<file path="config.mk">
export PLATFORM = sky130hd
export DESIGN_NAME = lattice_node_moments_top
export DESIGN_NICKNAME = d
export VERILOG_FILES = /design/src/rtl/core/lnm_pkg.sv /design/src/rtl/core/lnm_ctrl.sv /design/src/rtl/core/lnm_dp.sv /design/src/rtl/core/lattice_node_moments_top.sv
export SDC_FILE = /design/constraint.sdc
export NUM_CORES = 2
export LEC_CHECK = 0
export BUFFER_PORTS_ARGS = -buffer_cell sky130_fd_sc_hd__buf_2
export CAP_MARGIN = 15
export CORE_MARGIN = 3
export CORE_UTILIZATION = 40
export CTS_CLUSTER_DIAMETER = 120
export DETAILED_ROUTE_END_ITERATION = 10
export GPL_TIMING_DRIVEN = 0
export SYNTH_ARGS = -nofsm -noshare
export SYNTH_HDL_FRONTEND = slang
export SYNTH_SLANG_ARGS = --single-unit
</file>
<file path="constraint.sdc">
create_clock -name clk_i -period 8.2 [get_ports clk_i]
set_clock_uncertainty 0.15 [all_clocks]
set_input_delay 0.41 -clock clk_i [delete_from_list [all_inputs] [get_ports clk_i]]
set_output_delay 0.41 -clock clk_i [all_outputs]
set_load 0.01 [all_outputs]
</file>
<file path="src/rtl/core/lnm_pkg.sv">
// ---------------------------------------------------------------------------
// lnm_pkg
// Shared types and constants for the lattice node moments block.
// ---------------------------------------------------------------------------
package lnm_pkg;

  localparam int unsigned DATA_W  = 32;
  localparam int unsigned ACC_W   = 40;
  localparam int unsigned VEL_W   = 3;
  localparam int unsigned WIDE_W  = 64;
  localparam int unsigned QUOT_W  = 32;
  localparam int unsigned CNT_W   = 5;
  localparam logic [DATA_W-1:0] TSTEP_RST = 32'h0001_0000;

  typedef enum logic [2:0] {
    ST_IDLE,
    ST_LOAD,
    ST_SETUP,
    ST_ITER,
    ST_STORE,
    ST_OUT
  } lnm_state_e;

  typedef enum logic [1:0] {
    OP_X,
    OP_Y,
    OP_Z
  } lnm_op_e;

  typedef struct packed {
    logic    acc;
    logic    load;
    logic    setup;
    logic    iter;
    logic    store;
    lnm_op_e op;
  } lnm_cmd_t;

  typedef struct packed {
    logic zero_den;
  } lnm_status_t;

endpackage

</file>
<file path="src/rtl/core/lnm_ctrl.sv">
// ---------------------------------------------------------------------------
// lnm_ctrl
// Sequencer: accumulate, snapshot, three shared divisions, hold result.
// ---------------------------------------------------------------------------
module lnm_ctrl (
  input  logic                clk_i,
  input  logic                rst_ni,
  input  logic                in_valid_i,
  input  logic                last_dir_i,
  output logic                in_ready_o,
  output logic                out_valid_o,
  input  logic                out_ready_i,
  input  lnm_pkg::lnm_status_t status_i,
  output lnm_pkg::lnm_cmd_t    cmd_o
);
  import lnm_pkg::*;

  lnm_state_e       state_q, state_d;
  lnm_op_e          op_q, op_d;
  logic [CNT_W-1:0] cnt_q, cnt_d;
  logic             busy_take;

  always_ff @(posedge clk_i or negedge rst_ni) begin
    if (!rst_ni) begin
      state_q <= ST_IDLE;
      op_q    <= OP_X;
      cnt_q   <= '0;
    end else begin
      state_q <= state_d;
      op_q    <= op_d;
      cnt_q   <= cnt_d;
    end
  end

  // while dividing, non-last requests of the next node still stream in
  assign busy_take = !last_dir_i;

  always_comb begin
    state_d     = state_q;
    op_d        = op_q;
    cnt_d       = cnt_q;
    in_ready_o  = 1'b0;
    out_valid_o = 1'b0;
    cmd_o       = '0;
    cmd_o.op    = op_q;
    unique case (state_q)
      ST_IDLE: begin
        in_ready_o = 1'b1;
        if (in_valid_i && last_dir_i) begin
          state_d = ST_LOAD;
        end
      end
      ST_LOAD: begin
        cmd_o.load = 1'b1;
        op_d       = OP_X;
        state_d    = ST_SETUP;
      end
      ST_SETUP: begin
        in_ready_o = busy_take;
        if (status_i.zero_den) begin
          state_d = ST_OUT;
        end else begin
          cmd_o.setup = 1'b1;
          cnt_d       = '0;
          state_d     = ST_ITER;
        end
      end
      ST_ITER: begin
        in_ready_o = busy_take;
        cmd_o.iter = 1'b1;
        cnt_d      = cnt_q + 1'b1;
        if (cnt_q == {CNT_W{1'b1}}) begin
          state_d = ST_STORE;
        end
      end
      ST_STORE: begin
        in_ready_o  = busy_take;
        cmd_o.store = 1'b1;
        if (op_q == OP_Z) begin
          state_d = ST_OUT;
        end else begin
          op_d    = (op_q == OP_X) ? OP_Y : OP_Z;
          state_d = ST_SETUP;
        end
      end
      ST_OUT: begin
        in_ready_o  = busy_take;
        out_valid_o = 1'b1;
        if (out_ready_i) begin
          state_d = ST_IDLE;
        end
      end
      default: state_d = ST_IDLE;
    endcase
    cmd_o.acc = in_valid_i && in_ready_o;
  end

endmodule

</file>
<file path="src/rtl/core/lnm_dp.sv">
// ---------------------------------------------------------------------------
// lnm_dp
// Accumulators, force term, restoring divider and result registers.
// ---------------------------------------------------------------------------
module lnm_dp #(
  parameter int unsigned FRAC_BITS = 16
) (
  input  logic                             clk_i,
  input  logic                             rst_ni,
  input  lnm_pkg::lnm_cmd_t                cmd_i,
  output lnm_pkg::lnm_status_t             status_o,
  input  logic                             cfg_we_i,
  input  logic [lnm_pkg::DATA_W-1:0]       cfg_wdata_i,
  input  logic signed [lnm_pkg::DATA_W-1:0] dist_value_i,
  input  logic signed [lnm_pkg::VEL_W-1:0] vel_x_i,
  input  logic signed [lnm_pkg::VEL_W-1:0] vel_y_i,
  input  logic signed [lnm_pkg::VEL_W-1:0] vel_z_i,
  input  logic signed [lnm_pkg::DATA_W-1:0] node_force_i,
  input  logic                             last_dir_i,
  output logic signed [lnm_pkg::ACC_W-1:0] density_o,
  output logic signed [lnm_pkg::DATA_W-1:0] velocity_x_o,
  output logic signed [lnm_pkg::DATA_W-1:0] velocity_y_o,
  output logic signed [lnm_pkg::DATA_W-1:0] velocity_z_o,
  output logic                             zero_density_o
);
  import lnm_pkg::*;

  localparam int unsigned NUM_W = WIDE_W + FRAC_BITS;   // n << FRAC_BITS
  localparam int unsigned REM_W = ACC_W + 1;

  logic [DATA_W-1:0]        tstep_q;
  logic signed [ACC_W-1:0]  acc_d_q, acc_x_q, acc_y_q, acc_z_q;
  logic signed [WIDE_W-1:0] term_q;
  logic signed [ACC_W-1:0]  den_q, num_x_q, num_y_q;
  logic signed [WIDE_W-1:0] num_z_q;
  logic [REM_W-1:0]         rem_q;
  logic [QUOT_W-1:0]        nlo_q, quot_q;
  logic                     neg_q, ovf_q;
  logic signed [ACC_W-1:0]  dens_q;
  logic signed [DATA_W-1:0] vx_q, vy_q, vz_q;
  logic                     zero_q;

  // accumulate terms
  logic signed [DATA_W+VEL_W-1:0] px, py, pz;
  logic signed [WIDE_W-1:0]       prod;
  assign px   = dist_value_i * vel_x_i;
  assign py   = dist_value_i * vel_y_i;
  assign pz   = dist_value_i * vel_z_i;
  assign prod = WIDE_W'(node_force_i) * signed'({1'b0, tstep_q});

  // divider operand selection
  logic signed [WIDE_W-1:0] num_sel;
  logic [WIDE_W-1:0]        n_mag;
  logic [ACC_W-1:0]         d_mag;
  logic [NUM_W-1:0]         n_sh, d_lim;
  logic [REM_W-1:0]         r2, r_sub;
  logic                     q_bit;
  logic [QUOT_W:0]          q_full;
  logic [DATA_W-1:0]        q_res;
  logic signed [WIDE_W-1:0] mz_sum;

  always_comb begin
    unique case (cmd_i.op)
      OP_X:    num_sel = WIDE_W'(num_x_q);
      OP_Y:    num_sel = WIDE_W'(num_y_q);
      OP_Z:    num_sel = num_z_q;
      default: num_sel = num_z_q;
    endcase
    n_mag  = num_sel[WIDE_W-1] ? WIDE_W'(-num_sel) : WIDE_W'(num_sel);
    d_mag  = den_q[ACC_W-1] ? ACC_W'(-den_q) : ACC_W'(den_q);
    n_sh   = {n_mag, {FRAC_BITS{1'b0}}};
    // quotient needs more than QUOT_W bits once n_sh reaches d << QUOT_W
    d_lim  = NUM_W'(d_mag) << QUOT_W;
    r2     = {rem_q[REM_W-2:0], nlo_q[QUOT_W-1]};
    q_bit  = (r2 >= REM_W'(d_mag));
    r_sub  = q_bit ? REM_W'(r2 - REM_W'(d_mag)) : r2;
    q_full = ovf_q ? {1'b1, {QUOT_W{1'b0}}} : {1'b0, quot_q};
    if (neg_q) begin
      q_res = (q_full > (QUOT_W+1)'(33'h0_8000_0000)) ? 32'h8000_0000
                                                     : DATA_W'(-q_full[QUOT_W-1:0]);
    end else begin
      q_res = (q_full > (QUOT_W+1)'(33'h0_7FFF_FFFF)) ? 32'h7FFF_FFFF
                                                     : q_full[QUOT_W-1:0];
    end
    mz_sum = WIDE_W'(acc_z_q) + term_q;
  end

  always_ff @(posedge clk_i or negedge rst_ni) begin
    if (!rst_ni) begin
      tstep_q <= TSTEP_RST;
      acc_d_q <= '0;
      acc_x_q <= '0;
      acc_y_q <= '0;
      acc_z_q <= '0;
    end else begin
      if (cfg_we_i) begin
        tstep_q <= cfg_wdata_i;
      end
      if (cmd_i.load) begin
        acc_d_q <= '0;
        acc_x_q <= '0;
        acc_y_q <= '0;
        acc_z_q <= '0;
      end else if (cmd_i.acc) begin
        acc_d_q <= acc_d_q + ACC_W'(dist_value_i);
        acc_x_q <= acc_x_q + ACC_W'(px);
        acc_y_q <= acc_y_q + ACC_W'(py);
        acc_z_q <= acc_z_q + ACC_W'(pz);
      end
    end
  end

  always_ff @(posedge clk_i) begin
    if (cmd_i.acc && last_dir_i) begin
      term_q <= prod >>> (FRAC_BITS + 1);
    end
    if (cmd_i.load) begin
      den_q   <= acc_d_q;
      num_x_q <= acc_x_q;
      num_y_q <= acc_y_q;
      num_z_q <= mz_sum;
      dens_q  <= acc_d_q;
      zero_q  <= (acc_d_q == '0);
      vx_q    <= '0;
      vy_q    <= '0;
      vz_q    <= '0;
    end
    if (cmd_i.setup) begin
      neg_q  <= num_sel[WIDE_W-1] ^ den_q[ACC_W-1];
      ovf_q  <= (n_sh >= d_lim);
      rem_q  <= REM_W'(n_sh >> QUOT_W);
      nlo_q  <= n_sh[QUOT_W-1:0];
      quot_q <= '0;
    end
    if (cmd_i.iter) begin
      rem_q  <= r_sub;
      nlo_q  <= {nlo_q[QUOT_W-2:0], 1'b0};
      quot_q <= {quot_q[QUOT_W-2:0], q_bit};
    end
    if (cmd_i.store) begin
      unique case (cmd_i.op)
        OP_X:    vx_q <= q_res;
        OP_Y:    vy_q <= q_res;
        default: vz_q <= q_res;
      endcase
    end
  end

  assign status_o.zero_den = zero_q;
  assign density_o      = dens_q;
  assign velocity_x_o   = vx_q;
  assign velocity_y_o   = vy_q;
  assign velocity_z_o   = vz_q;
  assign zero_density_o = zero_q;

endmodule

</file>
<file path="src/rtl/core/lattice_node_moments_top.sv">
// ---------------------------------------------------------------------------
// lattice_node_moments_top
// Density and velocity moments of one lattice node, Q16.16 fixed point.
// ---------------------------------------------------------------------------
//  channel  | handshake               | payload
//  ---------+-------------------------+---------------------------------------
//  in       | in_valid_i / in_ready_o | dist_value, vel_x/y/z, node_force,
//           |                         | last_dir
//  out      | out_valid_o/out_ready_i | density, velocity_x/y/z, zero_density
//  cfg      | cfg_we_i                | cfg_wdata_i (time_step)
//
// A direction request without the last mark is taken in every state but load.
// A last request snapshots the sums, then the three quotients share one
// restoring divider, one quotient bit per cycle; a zero density skips them.
// Non-last requests of the next node keep streaming in while dividing or
// while the result waits; a last one waits until the result is taken.
// Reset clears the accumulators and sets time_step to 1.0.
module lattice_node_moments_top #(
  parameter int unsigned FRAC_BITS = 16
) (
  input  logic                             clk_i,
  input  logic                             rst_ni,
  input  logic                             cfg_we_i,
  input  logic [lnm_pkg::DATA_W-1:0]       cfg_wdata_i,
  input  logic                             in_valid_i,
  output logic                             in_ready_o,
  input  logic signed [lnm_pkg::DATA_W-1:0] dist_value_i,
  input  logic signed [lnm_pkg::VEL_W-1:0] vel_x_i,
  input  logic signed [lnm_pkg::VEL_W-1:0] vel_y_i,
  input  logic signed [lnm_pkg::VEL_W-1:0] vel_z_i,
  input  logic signed [lnm_pkg::DATA_W-1:0] node_force_i,
  input  logic                             last_dir_i,
  output logic                             out_valid_o,
  input  logic                             out_ready_i,
  output logic signed [lnm_pkg::ACC_W-1:0] density_o,
  output logic signed [lnm_pkg::DATA_W-1:0] velocity_x_o,
  output logic signed [lnm_pkg::DATA_W-1:0] velocity_y_o,
  output logic signed [lnm_pkg::DATA_W-1:0] velocity_z_o,
  output logic                             zero_density_o
);
  import lnm_pkg::*;

  lnm_cmd_t    cmd;
  lnm_status_t status;

  // sequencer: owns the handshakes and the divider bit count
  lnm_ctrl u_ctrl (
    .clk_i       (clk_i),
    .rst_ni      (rst_ni),
    .in_valid_i  (in_valid_i),
    .last_dir_i  (last_dir_i),
    .in_ready_o  (in_ready_o),
    .out_valid_o (out_valid_o),
    .out_ready_i (out_ready_i),
    .status_i    (status),
    .cmd_o       (cmd)
  );

  // datapath: 40-bit wrapping sums, force term, divider, result registers
  lnm_dp #(
    .FRAC_BITS (FRAC_BITS)
  ) u_dp (
    .clk_i          (clk_i),
    .rst_ni         (rst_ni),
    .cmd_i          (cmd),
    .status_o       (status),
    .cfg_we_i       (cfg_we_i),
    .cfg_wdata_i    (cfg_wdata_i),
    .dist_value_i   (dist_value_i),
    .vel_x_i        (vel_x_i),
    .vel_y_i        (vel_y_i),
    .vel_z_i        (vel_z_i),
    .node_force_i   (node_force_i),
    .last_dir_i     (last_dir_i),
    .density_o      (density_o),
    .velocity_x_o   (velocity_x_o),
    .velocity_y_o   (velocity_y_o),
    .velocity_z_o   (velocity_z_o),
    .zero_density_o (zero_density_o)
  );

endmodule

</file>
# Yosys cells after proc, flatten, opt, wreduce, memory -nomap -nowiden
# Cells that the tools add are included.
[word_totals]
regBits = 620
latch_bits = 0
mem_bits_rw = 0
rom_bits = 0
in_bits = 111
out_inout_bits = 139
word_cells = 120
mem_count = 0
[op_classes]
n_addsub = 10
multipliers = 4
n_div = 0
n_lt_le_gt_ge = 4
n_eq_ne = 13
n_shift = 0
mux = 49
bitwise = 1
reduce_logical = 16
[ops]
columns = ["op", "count"]
rows = [
  ["2-to-1 mux 32 bit", 16],
  ["2-to-1 mux 40 bit", 12],
  ["one-hot mux 64 bit (2 select lines)", 1],
  ["adder 40 x 35 -> 40 bit", 3],
  ["multiplier 32 x 3 -> 35 bit", 3],
  [">= comparator 80 x 72 -> 1 bit", 1],
  ["multiplier 32 x 33 -> 64 bit", 1],
  ["2-to-1 mux 64 bit", 1],
  ["negation 64 bit", 1],
  ["adder 40 x 47 -> 48 bit", 1],
  [">= comparator 41 x 40 -> 1 bit", 1],
  ["adder 40 x 32 -> 40 bit", 1],
  ["zero test 40 bit", 1],
  ["negation 40 bit", 1],
  ["subtractor 40 bit", 1],
  ["greater-than comparator 33 x 31 -> 1 bit, second input constant", 1],
  ["greater-than comparator 33 x 32 -> 1 bit, second input constant", 1],
  ["2-to-1 mux 33 bit", 1],
  ["negation 32 bit", 1],
  ["one-hot mux 3 bit (6 select lines)", 1],
  ["2-to-1 mux 3 bit", 5],
  ["one-hot mux 5 bit (2 select lines)", 1],
  ["nonzero test 2 bit", 4],
  ["== test 3 x 2 -> 1 bit, second input constant", 2],
  ["22 further kinds", 35],
]

# Depth between registers and ports, before layout
[depth]
depth_word = 6
mapped_depth = 28
mapped_depth_nobuf = 27

# Cells and area by module
# From an unflattened synthesis, not the netlist that was laid out.
[hier_totals]
hier_cells = 8505
area_unflattened_um2 = 80078.1
[modules_own_cells]
columns = ["module", "instances", "cells_per_inst", "area_each_um2", "seq_area_each_um2"]
rows = [
  ["lnm_dp", 1, 8440, 79448.7, 15916.5],
  ["lnm_ctrl", 1, 65, 629.4, 250.2],
]

# Least setup slack after synthesis
# No wires, ideal clock.
[synth_timing]
kind = "register to register"
startpoint = "reg u_dp.tstep_q[16]"
endpoint = "reg u_dp.term_q[45] (data pin)"
setup_ps = 134
t_arrival_ps = 7417
t_required_ps = 7916
setup_slack_ps = 499
path_stages_with_launch = 25
path_buffers = 1
synth_period_minus_slack_ps = 7701
cell_sequence = "dfstp_2 > clkbuf_1 > and2_1 > fa_1 > fa_1 > fa_1 > inv_1 > fa_1 > inv_1 > fa_1 > fa_1 > fa_1 > fa_1 > ha_1 > a211o_1 > o22a_1 > nor3b_1 > a21boi_0 > a31oi_1 > o211a_1 > o21a_1 > o31ai_1 > a31oi_1 > or3_1 > nand3_1"
[synth_between]
elab_chain_len = 1
[synth_lines]
columns = ["item", "line", "text"]
rows = [
  ["start: declaration", "lnm_dp.sv:31", "logic [DATA_W-1:0] tstep_q;"],
  ["start signal: assignment", "lnm_dp.sv:97", "tstep_q <= cfg_wdata_i;"],
  ["multiplier 32 x 33 -> 64 bit", "lnm_dp.sv:49", "assign prod = WIDE_W'(node_force_i) * signed'({1'b0, tstep_q});"],
  ["net u_dp.prod[62]", "lnm_dp.sv:45", "logic signed [WIDE_W-1:0] prod;"],
  ["end signal: assignment", "lnm_dp.sv:115", "term_q <= prod >>> (FRAC_BITS + 1);"],
  ["end: declaration", "lnm_dp.sv:33", "logic signed [WIDE_W-1:0] term_q;"],
]
# The timed path passes the listed nets, and every way through them passes these cells.
# A chain may end at the register's enable or synchronous reset.

# Worst setup path after layout
[layout_timing]
startpoint = "in node_force_i[16] (netlist bit)"
endpoint = "reg u_dp.term_q[45] (data pin)"
[layout_between]
elab_chain_len = 1
[layout_lines]
columns = ["item", "line", "text"]
rows = [
  ["start: declaration", "lattice_node_moments_top.sv:31", "input logic signed [lnm_pkg::DATA_W-1:0] node_force_i,"],
  ["multiplier 32 x 33 -> 64 bit", "lnm_dp.sv:49", ""],
  ["net u_dp.prod[62]", "lnm_dp.sv:45", ""],
]
# The timed path passes the listed nets, and every way through them passes these cells.

==> results.toml <==
[sta]
grt_setup_unrepaired = "true"
drv_slew = 0
slew_headroom_pct = 17.4
post-route-period-util_pct = 99.4
fmax_mhz = 123
tightest_slew_ns = 1.20
final-hold-violation-count = 0
fin_crit_ns = 8.15
setup_viol = 0

[placed_design]
gp_congestion = 1.01
io_buffers = 248
dp_hpwl_um = 232000
dp_cells = 11400

[global_routing]
grt.total_usage_pct = 27.2
grt_pass1_wl_um = 414000
grt_remaining_overflow = 0
antenna_found_initial = 8
grt_max_degree = 92
grt_pass1_vias = 65400

[synthesis]
synthMuxAreaShare_pct = 1.71
async_reset_ff_share_pct = 33.4
synth_top_area_share_pct = 28.1
synth_edf_count = 306
ys_top_cells_by_area = "fa_1 28%, edfxtp_1 12%, ha_1 11%, dfrtp_1 6.4%, inv_1 5.6%"
ys_warn_count = 0
ys_seq_area_share_pct = 20.4
yosys.cell_count.top_type = "inv_1"
synth_flop_cell = "edfxtp_1"
yosysTopAreaCell = "fa_1"
synth_cell_types = 81
ys_top_cells_by_count = "1183 x inv_1, 1109 x fa_1, 920 x nand2_1"
synthXorXnorAreaFrac_pct = 3.81
synth_fa_ha_area_share_pct = 39.1
synth-seq-cells = 604
yosys.area_share.simple_pct = 15.9
synth_top_family_by_area = "adder cells"
netlist_instances = 8468
syn_avg_cell_area_um2 = 9.34
synth_compound_area_share_pct = 11.3
syn_area_um2 = 79100

[die]
die_height_um = 451
die_area_um2 = 203000
initial_utilization_pct = 40.4
pin_count = 250
num_rows = 162
dieWidth_um = 451
core_area_um2 = 196000

[worst_setup_path]
r2r_slack_ns = 0.05
cp_max_fo = 11
r2r-end = "u_dp.term_q[45]"
critPathArrivalTime_ns = 8.56
rr_worst_depth = 26
critPathCaptureType = "register"
cp-start-kind = "primary input"
critPathKind = "in -> reg"
crit_required_ns = 8.61
rr_startpoint = "u_dp.tstep_q[16]"

[route]
drc = 0
totalWireLength_um = 279000
avgViaCountPerCell = 5.48
wire_per_inst_um = 24.1
vias = 63600
postRouteAntennaNets = 0
drt-pass1-iter-count = 6
drt-initial-drc-count = 5296

[finish]
nFillCells = 18900
fin_nets = 10800
syn_to_final_growth_pct = 12.5
final_cells = 11600
layout-drive-gt1-share_pct = 8.46

[clock_network]
htree_levels = 3
cts_tree = "done"
clk_pin_slew_ns = 0.06
clock_path_buffers = 3
clock-sinks = 604
cts-root-buf = "clkbuf_16"
cts_made_buffers = 80
insertion_delay_ns = 0.72

[worst_hold_path]
hp-class = "in -> async"

[run]
drv_cap = 0

[status]
status = "finished clean"
==> cell type report <==
type                    count  area (µm²)  area share, %
flip-flops and latches    604       16200           18.2
multi-input cells        6244       57500           64.7
inverters                1184        4450           5.01
well taps                2624        3280           3.69
clock inverters            52         671          0.754
plain buffers             440        2270           2.56
clock buffers              96        2160           2.43
repair buffers            342        2320           2.61
diodes                     13        32.5         0.0366
==> worst max path at each step <==
stage	from	end	slack (ns)	cells past startpoint
4_1_cts	u_dp.tstep_q[10]	u_dp.term_q[42]	0.004	27
3_3_place_gp	u_ctrl.state_q[1]	u_dp.acc_z_q[34]	-2.05	9
6_report	node_force_i[16]	u_dp.term_q[45]	0.05	26
3_5_place_dp	u_dp.tstep_q[11]	u_dp.term_q[25]	-1.26	25
2_1_floorplan	u_dp.tstep_q[16]	u_dp.term_q[45]	0.50	24
5_1_grt	u_dp.tstep_q[16]	u_dp.term_q[45]	-0.09	25
==> metrics by stage <==
step	setup TNS [ns]	hold WS [ns]	setup WS (ns)	instance area [µm²]	utilization [%]
6_report	0	0.0386	0.0504	88900	45.4
5_1_grt	-0.291	0.0369	-0.0902	88900	45.4
4_1_cts	0	0.00395	0.00371	88100	45.0
3_5_place_dp	-21.09	0.185	-1.26	83900	42.9
3_3_place_gp	-275.73	0.283	-2.05	83600	42.7
2_1_floorplan	0	-0.0356	0.499	79100	-
==> placed cells by master, fill, tap and decap left out, drive strengths merged, types with 54 or more instances in the layout <==
cell type / synthesis / final
a21o: 206 / 206
dfrtp: 201 / 201
clkbuf: 415 / 498
xor2: 145 / 145
nand2b: 138 / 138
xnor2: 199 / 199
nor2: 273 / 273
mux2i: 81 / 81
edfxtp: 306 / 306
fa: 1109 / 1109
and3: 63 / 63
o21ai: 466 / 466
nor3: 54 / 54
nand4: 68 / 68
buf: 28 / 344
dfxtp: 96 / 96
a21oi: 387 / 387
inv: 1183 / 1188
nand3: 162 / 162
ha: 696 / 696
and2: 669 / 669
nand2: 920 / 920
==> cells by family (layout without fill, tap and decap cells) <==
kind of cell	Yosys count	in the layout
AOI/OAI and AO/OA	1453	1453
xor gates and xnor gates	344	344
adders and majority gates	1805	1805
buffers and inverters	1627	2114
DFF	604	604
muxes	129	129
other	1	21
and+or+nand+nor	2505	2505
==> what timing repair did <==
| item | in CTS | in global routing |
|---|---|---|
| pin swaps | 10 | 80 |
| hold endpoints to repair | 154 | 0 |
| hold buffers | 36 | 0 |
| setup endpoints to repair | 37 | 26 |
| buffers inserted | 4 | 34 |
| resized for setup | 298 | 126 |
| cloned | 0 | 5 |
==> layer usage <==
metal / up-vias / track usage [%] / wire, µm
met5: - / 0 / 12
met4: 2 / 13.5 / 16800
met3: 620 / 5.26 / 22000
met2: 2556 / 44.4 / 129000
met1: 31900 / 34.4 / 112000
li1: 28500 / - / -
==> sequential cells by signal (all words and copies together) (netlist names), 16 cells and up <==
signal,count
u_dp.acc_y_q,40
u_dp.acc_d_q,40
u_dp.nlo_q,16
u_dp.quot_q,32
u_dp.acc_x_q,40
u_dp.velocity_x_o,32
u_dp.rem_q,40
u_dp.num_y_q,40
u_dp.density_o,40
u_dp.num_x_q,40
u_dp.term_q,47
u_dp.num_z_q,48
u_dp.tstep_q,32
u_dp.velocity_y_o,32
u_dp.acc_z_q,40
u_dp.velocity_z_o,32
==> worst max-delay path: stages <==
cell and delay [ns]:
buf_2 0.29, clkbuf_1 0.88, and2_1 0.26, fa_1 0.43
fa_1 0.51, inv_1 0.05, fa_1 0.40, fa_1 0.56
inv_1 0.07, fa_2 0.55, fa_2 0.46, fa_2 0.60
inv_2 0.05, fa_1 0.49, inv_2 0.05, ha_4 0.31
nand2_4 0.08, nor2_4 0.13, nand4b_1 0.18, or3_4 0.41
o211a_4 0.19, o21a_4 0.23, o31ai_4 0.32, a31oi_4 0.19
or3_1 0.35, nand3_2 0.08
Power is not shown: default switching activity piles up to over one toggle a cycle in this logic, so the estimate is an artifact.
